<file path="config.mk">
export PLATFORM = sky130hd
export DESIGN_NAME = two_key_rollover_filter_top
export DESIGN_NICKNAME = d
export VERILOG_FILES = /design/src/rtl/tkr_pkg.sv /design/src/rtl/tkr_ctrl.sv /design/src/rtl/tkr_datapath.sv /design/src/rtl/two_key_rollover_filter_top.sv
export SDC_FILE = /design/constraint.sdc
export NUM_CORES = 1
export LEC_CHECK = 0
export ABC_AREA = 0
export BUFFER_PORTS_ARGS = -buffer_cell sky130_fd_sc_hd__buf_2
export CAP_MARGIN = 15
export CORE_MARGIN = 2
export CORE_UTILIZATION = 50
export CTS_CLUSTER_SIZE = 8
export DETAILED_ROUTE_END_ITERATION = 6
export PLACE_DENSITY = 0.75
export RECOVER_POWER = 100
export REMOVE_ABC_BUFFERS = 1
export SYNTH_ARGS = -nofsm -noshare
export SYNTH_HDL_FRONTEND = slang
export SYNTH_SLANG_ARGS = --single-unit
</file>
<file path="constraint.sdc">
create_clock -name clk -period 3.53 [get_ports clk]
set_clock_uncertainty 0.15 [all_clocks]
set_input_delay 0.353 -clock clk [delete_from_list [all_inputs] [get_ports clk]]
set_output_delay 0.353 -clock clk [all_outputs]
set_load 0.05 [all_outputs]
</file>
<file path="src/rtl/tkr_pkg.sv">
`default_nettype none
package tkr_pkg;

  // Key space and counter sizing
  localparam int NUM_KEYS  = 64;
  localparam int KEY_W     = 6;
  localparam int KEY_SPACE = 1 << KEY_W;
  localparam int CNT_W     = $clog2(NUM_KEYS + 1);
  localparam int ADDR_W    = 4;
  localparam int DATA_W    = 64;

  // Register map (index of an 8-byte slot)
  localparam logic REG_KEY_MASK = 1'b0;

  // Reported event codes
  typedef enum logic [1:0] {
    EV_NONE    = 2'd0,
    EV_PRESS   = 2'd1,
    EV_RELEASE = 2'd2
  } ev_kind_t;

  // Input command codes
  localparam logic CMD_RELEASE = 1'b0;
  localparam logic CMD_PRESS   = 1'b1;

  typedef enum logic {
    ST_IDLE,
    ST_SEND
  } ctl_state_t;

  // Controller to datapath
  typedef struct packed {
    logic load;     // capture the input item and update key state
    logic advance;  // switch the output register to the pending press
  } dp_cmd_t;

  // Datapath to controller
  typedef struct packed {
    logic second_pending;
  } dp_status_t;

endpackage
`default_nettype wire

</file>
<file path="src/rtl/tkr_ctrl.sv">
`default_nettype none
module tkr_ctrl import tkr_pkg::*; (
  input  wire logic       clk,
  input  wire logic       rst,
  input  wire logic       in_valid,
  output logic            in_stall,
  output logic            out_valid,
  input  wire logic       out_stall,
  input  wire dp_status_t status,
  output dp_cmd_t         cmd_o
);

  ctl_state_t state, state_next;

  // Hold the controller state
  always_ff @(posedge clk) begin
    if (rst) begin
      state <= ST_IDLE;
    end else begin
      state <= state_next;
    end
  end

  // Sequence one item: take it, then hand out one or two results
  always_comb begin
    state_next    = state;
    in_stall      = 1'b1;
    out_valid     = 1'b0;
    cmd_o.load    = 1'b0;
    cmd_o.advance = 1'b0;
    case (state)
      ST_IDLE: begin
        in_stall = 1'b0;
        if (in_valid) begin
          cmd_o.load = 1'b1;
          state_next = ST_SEND;
        end
      end
      ST_SEND: begin
        out_valid = 1'b1;
        if (!out_stall) begin
          if (status.second_pending) begin
            cmd_o.advance = 1'b1;
          end else begin
            state_next = ST_IDLE;
          end
        end
      end
      default: begin
        state_next = ST_IDLE;
      end
    endcase
  end

endmodule
`default_nettype wire

</file>
<file path="src/rtl/tkr_datapath.sv">
`default_nettype none
module tkr_datapath import tkr_pkg::*; (
  input  wire logic              clk,
  input  wire logic              rst,
  input  wire dp_cmd_t           cmd_i,
  output dp_status_t             status,
  input  wire logic              cfg_write,
  input  wire logic [DATA_W-1:0] cfg_data,
  output logic [DATA_W-1:0]      key_mask,
  input  wire logic              cmd,
  input  wire logic [KEY_W-1:0]  key_index,
  output logic [1:0]             event_kind,
  output logic [KEY_W-1:0]       out_key,
  output logic                   accepted,
  output logic                   last
);

  logic [KEY_SPACE-1:0] held, held_next;
  logic [CNT_W-1:0]     count, count_next;
  logic [KEY_W-1:0]     recog, recog_next;
  logic [KEY_W-1:0]     pend_key;
  logic                 pending;

  logic [KEY_SPACE-1:0] key_bit;
  logic                 in_range, exists, hit;
  logic [KEY_W-1:0]     rest;
  ev_kind_t             r_kind;
  logic [KEY_W-1:0]     r_key;
  logic                 r_last, r_two;

  // Encode a word that holds at most one set bit
  function automatic logic [KEY_W-1:0] onehot_index(input logic [KEY_SPACE-1:0] v);
    logic [KEY_W-1:0] idx;
    idx = '0;
    for (int k = 0; k < KEY_SPACE; k++) begin
      if (v[k]) idx = idx | KEY_W'(k);
    end
    return idx;
  endfunction

  // Decode the event against the present mask and the held set
  always_comb begin
    key_bit    = KEY_SPACE'(1) << key_index;
    in_range   = {1'b0, key_index} < (KEY_W + 1)'(NUM_KEYS);
    exists     = in_range && key_mask[key_index];
    hit        = held[key_index];
    held_next  = held;
    count_next = count;
    recog_next = recog;
    r_kind     = EV_NONE;
    r_key      = '0;
    r_last     = 1'b1;
    r_two      = 1'b0;
    rest       = '0;
    if (exists) begin
      if (cmd == CMD_PRESS) begin
        if (!hit) begin
          held_next  = held | key_bit;
          count_next = count + CNT_W'(1);
          if (count == '0) begin
            recog_next = key_index;
            r_kind     = EV_PRESS;
            r_key      = key_index;
          end
        end
      end else if (hit) begin
        held_next  = held & ~key_bit;
        count_next = count - CNT_W'(1);
        // one key left means one bit left: encode it directly
        rest       = onehot_index(held_next);
        if (count == CNT_W'(1)) begin
          r_kind = EV_RELEASE;
        end else if (count == CNT_W'(2) && rest != recog) begin
          recog_next = rest;
          r_kind     = EV_RELEASE;
          r_last     = 1'b0;
          r_two      = 1'b1;
        end
      end
    end
  end

  // Hold the present mask
  always_ff @(posedge clk) begin
    if (rst) begin
      key_mask <= '1;
    end else if (cfg_write) begin
      key_mask <= cfg_data;
    end
  end

  // Update the key state on each loaded item
  always_ff @(posedge clk) begin
    if (rst) begin
      held    <= '0;
      count   <= '0;
      recog   <= '0;
      pending <= 1'b0;
    end else if (cmd_i.load) begin
      held    <= held_next;
      count   <= count_next;
      recog   <= recog_next;
      pending <= r_two;
    end else if (cmd_i.advance) begin
      pending <= 1'b0;
    end
  end

  // Load the result register, then swap in the pending press
  always_ff @(posedge clk) begin
    if (cmd_i.load) begin
      event_kind <= r_kind;
      out_key    <= r_key;
      accepted   <= exists;
      last       <= r_last;
      pend_key   <= rest;
    end else if (cmd_i.advance) begin
      event_kind <= EV_PRESS;
      out_key    <= pend_key;
      last       <= 1'b1;
    end
  end

  assign status.second_pending = pending;

endmodule
`default_nettype wire

</file>
<file path="src/rtl/two_key_rollover_filter_top.sv">
// Channel   Direction  Handshake            Payload
// input     in         in_valid / in_stall   cmd, key_index
// output    out        out_valid / out_stall event_kind, out_key, accepted, last
// config    APB        psel, penable, pwrite paddr[3:0], pwdata / prdata (64 bits)
//
// An item is taken, then shows one result, or two in turn; the controller
// handles one item at a time.
// Synchronous reset clears the held set, count and recognized key, and sets
// the present mask to all ones. A stalled result holds in the output register
// and the input stalls until the last result of the item is taken.
`default_nettype none
module two_key_rollover_filter_top import tkr_pkg::*; (
  input  wire logic              clk,
  input  wire logic              rst,
  input  wire logic              in_valid,
  output logic                   in_stall,
  input  wire logic              cmd,
  input  wire logic [KEY_W-1:0]  key_index,
  output logic                   out_valid,
  input  wire logic              out_stall,
  output logic [1:0]             event_kind,
  output logic [KEY_W-1:0]       out_key,
  output logic                   accepted,
  output logic                   last,
  input  wire logic              psel,
  input  wire logic              penable,
  input  wire logic              pwrite,
  input  wire logic [ADDR_W-1:0] paddr,
  input  wire logic [DATA_W-1:0] pwdata,
  output logic [DATA_W-1:0]      prdata,
  output logic                   pready
);

  dp_cmd_t           dp_cmd;
  dp_status_t        dp_status;
  logic              cfg_write;
  logic [DATA_W-1:0] key_mask;

  // Decode the register port
  assign pready    = 1'b1;
  assign cfg_write = psel && penable && pwrite && (paddr[3] == REG_KEY_MASK);
  assign prdata    = (paddr[3] == REG_KEY_MASK) ? key_mask : '0;

  tkr_ctrl u_ctrl (
    .clk       (clk),
    .rst       (rst),
    .in_valid  (in_valid),
    .in_stall  (in_stall),
    .out_valid (out_valid),
    .out_stall (out_stall),
    .status    (dp_status),
    .cmd_o     (dp_cmd)
  );

  tkr_datapath u_dp (
    .clk        (clk),
    .rst        (rst),
    .cmd_i      (dp_cmd),
    .status     (dp_status),
    .cfg_write  (cfg_write),
    .cfg_data   (pwdata),
    .key_mask   (key_mask),
    .cmd        (cmd),
    .key_index  (key_index),
    .event_kind (event_kind),
    .out_key    (out_key),
    .accepted   (accepted),
    .last       (last)
  );

  // A taken item shows its first result in the next cycle
  a_item_to_result: assert property (@(posedge clk) disable iff (rst)
    in_valid && !in_stall |=> out_valid)
    else $error("taken item did not produce a result");

  // A result without last is followed by the reported press
  a_second_is_press: assert property (@(posedge clk) disable iff (rst)
    out_valid && !out_stall && !last |=> out_valid && event_kind == EV_PRESS && last)
    else $error("second result is not a final press");

  // No new item is taken while a result is shown
  a_no_overlap: assert property (@(posedge clk) disable iff (rst)
    out_valid |-> in_stall)
    else $error("input taken while a result is pending");

  // A rejected event reports nothing and ends its run
  a_reject_silent: assert property (@(posedge clk) disable iff (rst)
    out_valid && !accepted |-> event_kind == EV_NONE && last && out_key == '0)
    else $error("rejected event reported something");

endmodule
`default_nettype wire
</file>
======== Yosys cells after proc, flatten, opt, wreduce, memory -nomap -nowiden ========
Index checks and enable logic that the tools add are counted.
word-level totals
  bits in registers ....................... 159
  input port bits ......................... 82
  output and inout port bits .............. 77
  logic and storage cells ................. 451
cells by class
  add/subtract/negate cells ............... 2
  order comparisons ....................... 1
  equal/unequal tests ..................... 8
  shift-type cells ........................ 1
  muxes and demuxes ....................... 407
  bitwise operators ....................... 5
  reductions and logical operators ........ 16
operator list
  cell                                                                          count
  6-bit two-way mux                                                             266
  64-bit two-way mux                                                            14
  5-bit two-way mux                                                             16
  7-bit two-way mux                                                             11
  64-bit AND                                                                    1
  64-bit NOT                                                                    1
  64-bit OR                                                                     1
  1-bit by 6-bit left shift with 64-bit output, first input constant            1
  1-bit two-way mux                                                             59
  2-bit two-way mux                                                             26
  4-bit two-way mux                                                             8
  1-bit binary-select mux with 6-bit select                                     2
  3-bit two-way mux                                                             4
  3-bit nonzero test                                                            4
  2-bit nonzero test                                                            4
  7-bit by 1-bit adder with 7-bit output, second input constant                 1
  7-bit by 1-bit == test with 1-bit output, second input constant               1
  7-bit by 2-bit == test with 1-bit output, second input constant               1
  7-bit logical NOT                                                             1
  6-bit by 7-bit less-than comparator with 1-bit output, second input constant  1
  7-bit AND reduction                                                           1
  7-bit by 1-bit subtractor with 7-bit output, second input constant            1
  3-bit != test, second input constant                                          2
  6-bit != test                                                                 1
  7 further kinds                                                               12

======== Depth between registers and ports, before layout ========
Gate-level depths: netlist of run 1.
  depth in word-level cells ............... 276
  depth in mapped cells ................... 13
  mapped depth without buffers ............ 9

======== By module ========
From an unflattened synthesis of run 1, not the netlist that was laid out.
second synthesis, totals
  cells, all modules ...................... 1046
  area total of the unflattened synthesis .. 9718.1 µm²
by module, submodules not included
  module                       instances  cells each  area an instance (µm²)  sequential area each (µm²)
  tkr_datapath                 1          964         9090.0                  3323.2
  two_key_rollover_filter_top  1          74          569.3                   0.0
  tkr_ctrl                     1          8           58.8                    20.0

======== Worst setup path after synthesis of run 1 ========
OpenSTA, ideal clock, no wires.
  path type ............................... input port to flip-flop
  start ................................... input key_index[0]
  end ..................................... register u_dp.event_kind[1] (data pin)
  library setup time ...................... 0.256 ns
  arrival ................................. 3.256 ns
  required time ........................... 3.124 ns
  slack ................................... -0.132 ns
  stages on the path ...................... 11
  buffers on the path ..................... 2
  cells stage by stage .................... buf_6 buf_6 or4_4 o31ai_2 nand3_1 or4_4 or4_1 a222oi_1 nand4_2 and2_1 o211a_1
on the way
  cells in the longest elaborated chain, start to end .. 273
  elaborated cells between the ends (all ways) .. 280
  those cells by class .................... eq/ne (1); shift (1); mux (275); bitwise (2); reduce/logical (1)
ends and longest elaborated chain
  item                                          line                               RTL
  from (decl)                                   two_key_rollover_filter_top.sv:18  input wire logic [KEY_W-1:0] key_index,
  1-bit by 6-bit left shift with 64-bit output  tkr_datapath.sv:43                 key_bit = KEY_SPACE'(1) << key_index;
  64-bit NOT                                    tkr_datapath.sv:67                 held_next = held & ~key_bit;
  64-bit AND                                    tkr_datapath.sv:67
  1-bit two-way mux                             tkr_datapath.sv:36                 if (v[k]) idx = idx | KEY_W'(k);
  6-bit two-way mux                             tkr_datapath.sv:66                 end else if (hit) begin
  6-bit two-way mux                             tkr_datapath.sv:56                 if (cmd == CMD_PRESS) begin
  6-bit two-way mux                             tkr_datapath.sv:55                 if (exists) begin
  2-bit two-way mux                             tkr_datapath.sv:36
  (+257 left out)                               --
  2-bit two-way mux                             tkr_datapath.sv:55
  2-bit two-way mux                             tkr_datapath.sv:66
  2-bit two-way mux                             tkr_datapath.sv:56
  2-bit two-way mux                             tkr_datapath.sv:55
  2-bit two-way mux                             tkr_datapath.sv:56
  2-bit two-way mux                             tkr_datapath.sv:55
  2-bit two-way mux (*)                         tkr_datapath.sv:55
  2-bit two-way mux (*)                         tkr_datapath.sv:111                if (cmd_i.load) begin
  to (signal assigned)                          tkr_datapath.sv:112                event_kind <= r_kind;
  to (decl)                                     tkr_datapath.sv:12                 output logic [1:0] event_kind,
Every way passes the cells marked *; elsewhere a longest branch is shown, timed or not. The select of a mux whose other input is x is not followed.
A chain may end at the register's enable or synchronous reset.

======== Worst setup path in the final report of run 1 ========
  start ................................... input key_index[0]
  end ..................................... register u_dp.recog[1]
on the way
  cells in the longest elaborated chain, start to end .. 268
  elaborated cells between the ends (all ways) .. 284
  those cells by class .................... eq/ne (2); shift (1); mux (273); bitwise (2); reduce/logical (6)
ends and longest elaborated chain
  item                                          line                 RTL
  1-bit by 6-bit left shift with 64-bit output  tkr_datapath.sv:43
  64-bit NOT                                    tkr_datapath.sv:67
  64-bit AND                                    tkr_datapath.sv:67
  2-bit two-way mux                             tkr_datapath.sv:36
  6-bit two-way mux                             tkr_datapath.sv:66
  6-bit two-way mux                             tkr_datapath.sv:56
  6-bit two-way mux                             tkr_datapath.sv:55
  2-bit two-way mux                             tkr_datapath.sv:36
  (+251 left out)                               --
  6-bit two-way mux                             tkr_datapath.sv:55
  6-bit two-way mux                             tkr_datapath.sv:66
  6-bit two-way mux                             tkr_datapath.sv:56
  6-bit two-way mux                             tkr_datapath.sv:55
  6-bit two-way mux                             tkr_datapath.sv:56
  6-bit two-way mux (2 in series)               tkr_datapath.sv:55
  6-bit two-way mux                             tkr_datapath.sv:99   end else if (cmd_i.load) begin
  6-bit two-way mux                             tkr_datapath.sv:94   if (rst) begin
  to (signal assigned)                          tkr_datapath.sv:102  recog <= recog_next;
  to (decl)                                     tkr_datapath.sv:20   logic [KEY_W-1:0] recog, recog_next;
Parallel ways exist; a longest one is shown, timed or not. The select of a mux whose other input is x is not followed.

==> impl_metrics.tcl, run 1 <==
set metrics [dict create \
    status "finished, final reports clean" \
    nets 1439 \
    cts_tree "done" \
    max_cap_viol_count 0 \
    drt_iter0_markers 807 \
    grt_max_degree 65 \
    place_area_mm2 0.0107 \
    critPathCaptureType "register" \
    peakVddDrop_mv 0.454 \
    layoutNonFillerInstCount 1591 \
    worst-endpoint-required_ns 3.69 \
    drive_gt1_share_pct 24.0 \
    grt_overflow_total 0 \
    dp_hpwl_mm 20.7 \
    worstMarginPinSlew_ns 1.37 \
    fp.dieW_um 137 \
    period_minus_slack_ns 3.47 \
    p_clk_share_pct 38.9 \
    path_class "input pin to register" \
    cp_max_fo 10 \
    finalInstanceArea_mm2 0.0119 \
    diodes 0 \
    fmax_mhz 288 \
    synth_most_common_cell "nand2_1" \
    synth_top_cell_area_share_pct 32.4 \
    ys_seq_area_share_pct 37.9 \
    combPwrFrac_pct 20.9 \
    grt_pass1_wl_mm 48.7 \
    io_buffers 154 \
    routed-wl-met2_mm 15.2 \
    grt.total_usage_pct 33.4 \
    fin_crit_sh_pct 98.3 \
    htreeDepth 4 \
    boundaryPins 159 \
    cts_buffers 17 \
    hp-class "input pin to register" \
    synthTopCellsByCount "157 x nand2_1, 143 x dfxtp_1, 84 x nor2_1" \
    topRoutingLayerUsed "met4" \
    internal_power_mw 3.32 \
    via_count 9663 \
    synthCells 1053 \
    ys_types 65 \
    startpoint_type "input pin" \
    syn2layout_area_growth_pct 34.3 \
    synth_flop_cell "dfxtp_1" \
    first_pass_iters 7 \
    r2r_start "u_dp.key_mask[8]" \
    ys_ff_latch 159 \
    setup_viol_count_final 0 \
    clock_latency_ns 0.44 \
    rr_worst_depth 11 \
    synth_edf_count 16 \
    sw_frac_of_total_pct 31.4 \
    r2r_slack_ns 0.30 \
    power_frac_seq_pct 40.2 \
    slowest_stage "or4bb_1" \
    slowest_delay_ns 0.54 \
    synthArstFlopShare_pct 0 \
    fill_cells 1393 \
    hp-start "pwdata[7]" \
    path_clk_slew_ns 0.07 \
    drc_errors 0 \
    grt_pass1_vias 9513 \
    clockBufferDepth 2 \
    post_drt_via_cell_ratio 6.07 \
    arrival_ns 3.63 \
    wl_met3_mm 2.28 \
    crit_top_cell "buf_4" \
    p_per_area_mw_per_mm2 409 \
    p_sw_mw 1.52 \
    rows 48 \
    drtAntennaViolNets 0 \
    worstPathCellList "buf_2, buf_4, nand3b_1, buf_6, o21a_1, o32a_1, or3_1, buf_4, or4bb_1, xnor2_1, and4_1, buf_4, o21ai_0, nand3_1" \
    initial_core_util_pct 51.0 \
    timing.slew.headroom_pct 8.34 \
    rsz0062_at_grt "yes" \
    yosys_warnings 0 \
    wl_met1_mm 12.0 \
    finalCoreUtilization_pct 68.5 \
    hold_depth 3 \
    hold_end "u_dp.key_mask[7]" \
    dpl.cell_count 1497 \
    cts_sinks 159 \
    antenna_found_initial 0 \
    core_area_mm2 0.0173 \
    gp_congestion 0.936 \
    p_leak_nw 4.76 \
    drt-total-wl_mm 30.9 \
    synth_area_mm2 0.00883 \
    hold_viol 0 \
    ctsRootBufferMaster "clkbuf_16" \
    fp.dieH_um 137 \
    synth_area_leaders "dfxtp_1 32%, mux4_2 10%, nand2_1 6.7%" \
    fp.dieArea_mm2 0.0187 \
    synth_top_cell_by_area "dfxtp_1" \
    syn_avg_cell_area_um2 8.38 \
    wl_per_cell_um 19.4 \
    drv_slew 0 \
]
repair_timing:
action,CTS,global route
hold buffers,59,0
endpoints found under the setup margin,0,17
hold endpoints to repair,59,0
resized for setup,0,17
setup buffers,0,3
stage by stage:
stage                     hold slack (ns)  setup WS, ns  TNS, ns  power [mW]
after floorplan                     0.272         -1.49   -89.67        2.52
after global placement              0.314        -0.372   -14.69        2.91
after detailed placement            0.321        -0.392   -18.25        2.93
after CTS                         0.00166        0.0667        0        4.83
after global routing               0.0119       -0.0358  -0.0854        4.99
final                              0.0203        0.0587        0        4.84
power by group through the flow:
| stage | sequential [mW] | clock, mW | combinational, mW |
|---|---|---|---|
| 2_1_floorplan | 2.00 | 0 | 0.519 |
| 3_3_place_gp | 1.98 | 0 | 0.935 |
| 3_5_place_dp | 1.98 | 0 | 0.943 |
| 4_1_cts | 1.94 | 1.89 | 0.999 |
| 5_1_grt | 1.95 | 1.96 | 1.07 |
| 6_report | 1.95 | 1.88 | 1.01 |
layout make-up:
class	instances	area [um2]	share of cell area, %
clock buffers	18	429	3.62
flip-flops and latches	159	3340	28.2
repair buffers	377	2540	21.5
clock inverters	14	153	1.29
inverters	13	48.8	0.412
well taps	225	282	2.38
multi-input cells	785	5050	42.6
placed cells by master, fill, tap and decap left out, types with 5 or more instances in the layout:
master,n
nand2_1,157
buf_4,148
dfxtp_1,143
nor2_1,82
clkbuf_1,81
buf_2,79
nand3_1,77
a21oi_1,72
nor2b_1,69
a211oi_1,62
dlygate4sd3_1,59
o21ai_0,51
mux4_2,40
nand4_1,22
clkbuf_16,17
edfxtp_1,16
o21ai_1,14
nor3_1,13
inv_1,12
nand3b_1,9
xnor2_1,7
a22o_1,6
or4_1,6
nor4_1,6
mux2i_1,5
or3_1,5
buf_12,5
worst max path at each step:
stage                             from                 end  slack (ns)  cells past startpoint
final                     key_index[0]       u_dp.recog[1]        0.06                     14
after global routing      key_index[4]  u_dp.event_kind[1]       -0.04                     12
after CTS                 key_index[1]  u_dp.event_kind[1]        0.07                     12
after detailed placement  key_index[1]  u_dp.event_kind[1]       -0.39                     12
after global placement    key_index[1]  u_dp.event_kind[1]       -0.37                     12
after floorplan           key_index[0]       u_dp.count[4]       -1.49                      9
layer usage:
layer | GRT usage (%) | up-vias
li1 | - | 4418
met5 | 0 | -
met4 | 17.1 | 0
met1 | 41.5 | 4573
met3 | 5.33 | 121
met2 | 56.3 | 551
logic make-up (layout without fill, tap and decap cells):
group / count (synthesis) / count (layout) / share of synthesized area (%)
muxes: 48 / 48 / 11.2
DFF: 159 / 159 / 37.9
buffers and inverters: 109 / 422 / 5.36
other: 1 / 1 / 0.0425
and+or+nand+nor: 478 / 478 / 26.7
AOI/OAI and AO/OA: 244 / 244 / 17.3
xor gates and xnor gates: 10 / 10 / 0.992
adders and majority gates: 4 / 4 / 0.567
worst max-delay path, delay by kind of cell:
family                    cells  cell delay [ns]
AOI/OAI and AO/OA             3             0.57
buffers and inverters         5             0.88
xor gates and xnor gates      1             0.19
and+or+nand+nor               5             1.64
No activity file was read; power rests on OpenSTA's default activity.
==> inputs of run 2 (changes only) <==
--- a/config.mk
+++ b/config.mk
@@ -5,14 +5,13 @@
 export SDC_FILE = /design/constraint.sdc
 export NUM_CORES = 1
 export LEC_CHECK = 0
-export ABC_AREA = 0
 export BUFFER_PORTS_ARGS = -buffer_cell sky130_fd_sc_hd__buf_2
 export CAP_MARGIN = 15
 export CORE_MARGIN = 2
-export CORE_UTILIZATION = 50
+export CORE_UTILIZATION = 51
 export CTS_CLUSTER_SIZE = 8
 export DETAILED_ROUTE_END_ITERATION = 6
-export PLACE_DENSITY = 0.75
+export PLACE_DENSITY = 0.76
 export RECOVER_POWER = 100
 export REMOVE_ABC_BUFFERS = 1
 export SYNTH_ARGS = -nofsm -noshare
==> impl_metrics.tcl, run 2 (synthesis results as in run 1) <==
set metrics [dict create \
    status "complete, but fails checks" \
    violations "DRC" \
    slowest_delay_ns 0.54 \
    ctsRootBufferMaster "clkbuf_16" \
    post_drt_via_cell_ratio 6.11 \
    grt_pass1_vias 9406 \
    final.setup.worst_slack_ns 0.119 \
    boundaryPins 159 \
    layoutNonFillerInstCount 1564 \
    gp_congestion 1.03 \
    path_class "input pin to register" \
    cts_sinks 159 \
    drt-total-wl_mm 30.2 \
    cts_tree "done" \
    mostFrequentLayoutCells "157 x nand2_1, 143 x dfxtp_1, 126 x buf_4" \
    fin_crit_sh_pct 96.6 \
    hold_depth 3 \
    dp_slack_ns -0.339 \
    p_per_area_mw_per_mm2 411 \
    dpl.cell_count 1472 \
    final_common_cell "nand2_1" \
    drc_errors 6 \
    fp.dieW_um 136 \
    rr_worst_depth 8 \
    worst-endpoint-required_ns 3.57 \
    hp-class "input pin to register" \
    grt.total_usage_pct 33.7 \
    crit_top_cell "or4_1" \
    fp.dieArea_mm2 0.0184 \
    drive_gt1_share_pct 22.1 \
    diodes 0 \
    drv_slew 0 \
    p_clk_share_pct 38.9 \
    slowest_stage "or3b_1" \
    worstPathCellList "buf_2, or3b_1, o21ai_0, nand3_1, or4_1, or4_1, a222oi_1, buf_4, nand4_2, and2_1, o211a_1" \
    wl_per_cell_um 19.3 \
    drt_iter0_markers 1020 \
    finalCoreUtilization_pct 67.9 \
    grt_overflow_total 0 \
    fill_cells 1347 \
    io_buffers 154 \
    timing.slew.headroom_pct 14.4 \
    drtAntennaViolNets 0 \
    sw_frac_of_total_pct 31.0 \
    first_pass_iters 7 \
    hp-start "pwdata[10]" \
    setup_viol_count_final 0 \
    grt_max_degree 65 \
    critPathCaptureType "register" \
    design_power_total_mw 4.78 \
    fp.dieH_um 136 \
    combPwrFrac_pct 20.4 \
    grt_pass1_wl_mm 48.5 \
    period_minus_slack_ns 3.41 \
    rows 48 \
    r2r_end "u_dp.out_key[5]" \
    power_frac_seq_pct 40.7 \
    crit_start "key_index[0]" \
    cts_buffers 17 \
    p_leak_nw 4.63 \
    clockBufferDepth 2 \
    worstMarginPinSlew_ns 1.28 \
    internal_power_mw 3.30 \
    tns_ns 0 \
    via_count 9550 \
    dp_hpwl_mm 20.7 \
    hold_viol 0 \
    p_sw_mw 1.48 \
    endpoint "u_dp.event_kind[1]" \
    path_clk_slew_ns 0.07 \
    arrival_ns 3.45 \
    startpoint_type "input pin" \
    peakVddDrop_mv 0.372 \
    cp_max_fo 9 \
    htreeDepth 4 \
    max_cap_viol_count 0 \
    antenna_found_initial 0 \
    fmax_mhz 293 \
    clock_latency_ns 0.44 \
    r2r_slack_ns 0.32 \
    syn2layout_area_growth_pct 31.8 \
    core_area_mm2 0.0171 \
    nets 1413 \
    initial_core_util_pct 51.6 \
]
## run 2: cell count changes in the layout (fill, tap and decap cells not counted), sizes merged
| cell | change |
|---|---|
| buf | -24 |
| clkinv | -3 |
| clkinvlp | +1 |
| inv | +1 |
| clkbuf | -2 |
## run 2: layout make-up
| cell class | count | area [um2] | share of cell area (%) |
|---|---|---|---|
| Sequential cell | 159 | 3340 | 28.7 |
| Tap cell | 225 | 282 | 2.42 |
| Clock buffer | 18 | 429 | 3.69 |
| Timing Repair Buffer | 351 | 2340 | 20.2 |
| Clock inverter | 13 | 150 | 1.29 |
| Multi-Input combinational cell | 785 | 5030 | 43.3 |
| Inverter | 13 | 48.8 | 0.420 |
## run 2: what timing repair did
action,4_1_cts,5_1_grt
hold buffers,59,0
resized for setup,0,5
setup buffers,0,1
endpoints found under the hold margin,59,0
endpoints found under the setup margin,0,9
## run 2: power groups by stage
stage / Clock [mW] / Sequential (mW) / Combinational (mW)
floorplan: 0 / 2.00 / 0.519
global placement: 0 / 1.98 / 0.906
detailed placement: 0 / 1.98 / 0.913
CTS: 1.87 / 1.94 / 0.969
global route: 1.94 / 1.95 / 1.04
finish: 1.86 / 1.95 / 0.973
## run 2: worst min path at each step
stage | end | slack (ns)
2_1_floorplan | register | 0.27
3_3_place_gp | u_dp.key_mask[17] | 0.31
3_5_place_dp | u_dp.key_mask[15] | 0.32
4_1_cts | u_dp.key_mask[11] | 0.0003
5_1_grt | u_dp.key_mask[11] | 0.00006
6_report | u_dp.key_mask[10] | 0.01
## run 2: layer usage
metal	track usage (%)	wire [um]	vias to the layer above
met1	42.7	11900	4523
met5	0	0	-
met4	16.8	1430	0
met3	6.92	2400	134
met2	54.9	14400	536
li1	-	-	4357
## run 2: critical path, delay by kind of cell
family                 cells  cell delay [ns]
and+or+nand+nor            6             1.81
AOI/OAI and AO/OA          3             0.97
buffers and inverters      2             0.32
## run 2: metrics by stage
step           cell area (um2)  hold slack (ns)
6_report                 11600           0.0140
4_1_cts                  11700         0.000330
2_1_floorplan             8400            0.272
3_5_place_dp             10500            0.320
3_3_place_gp             10500            0.312
5_1_grt                  11600        0.0000649
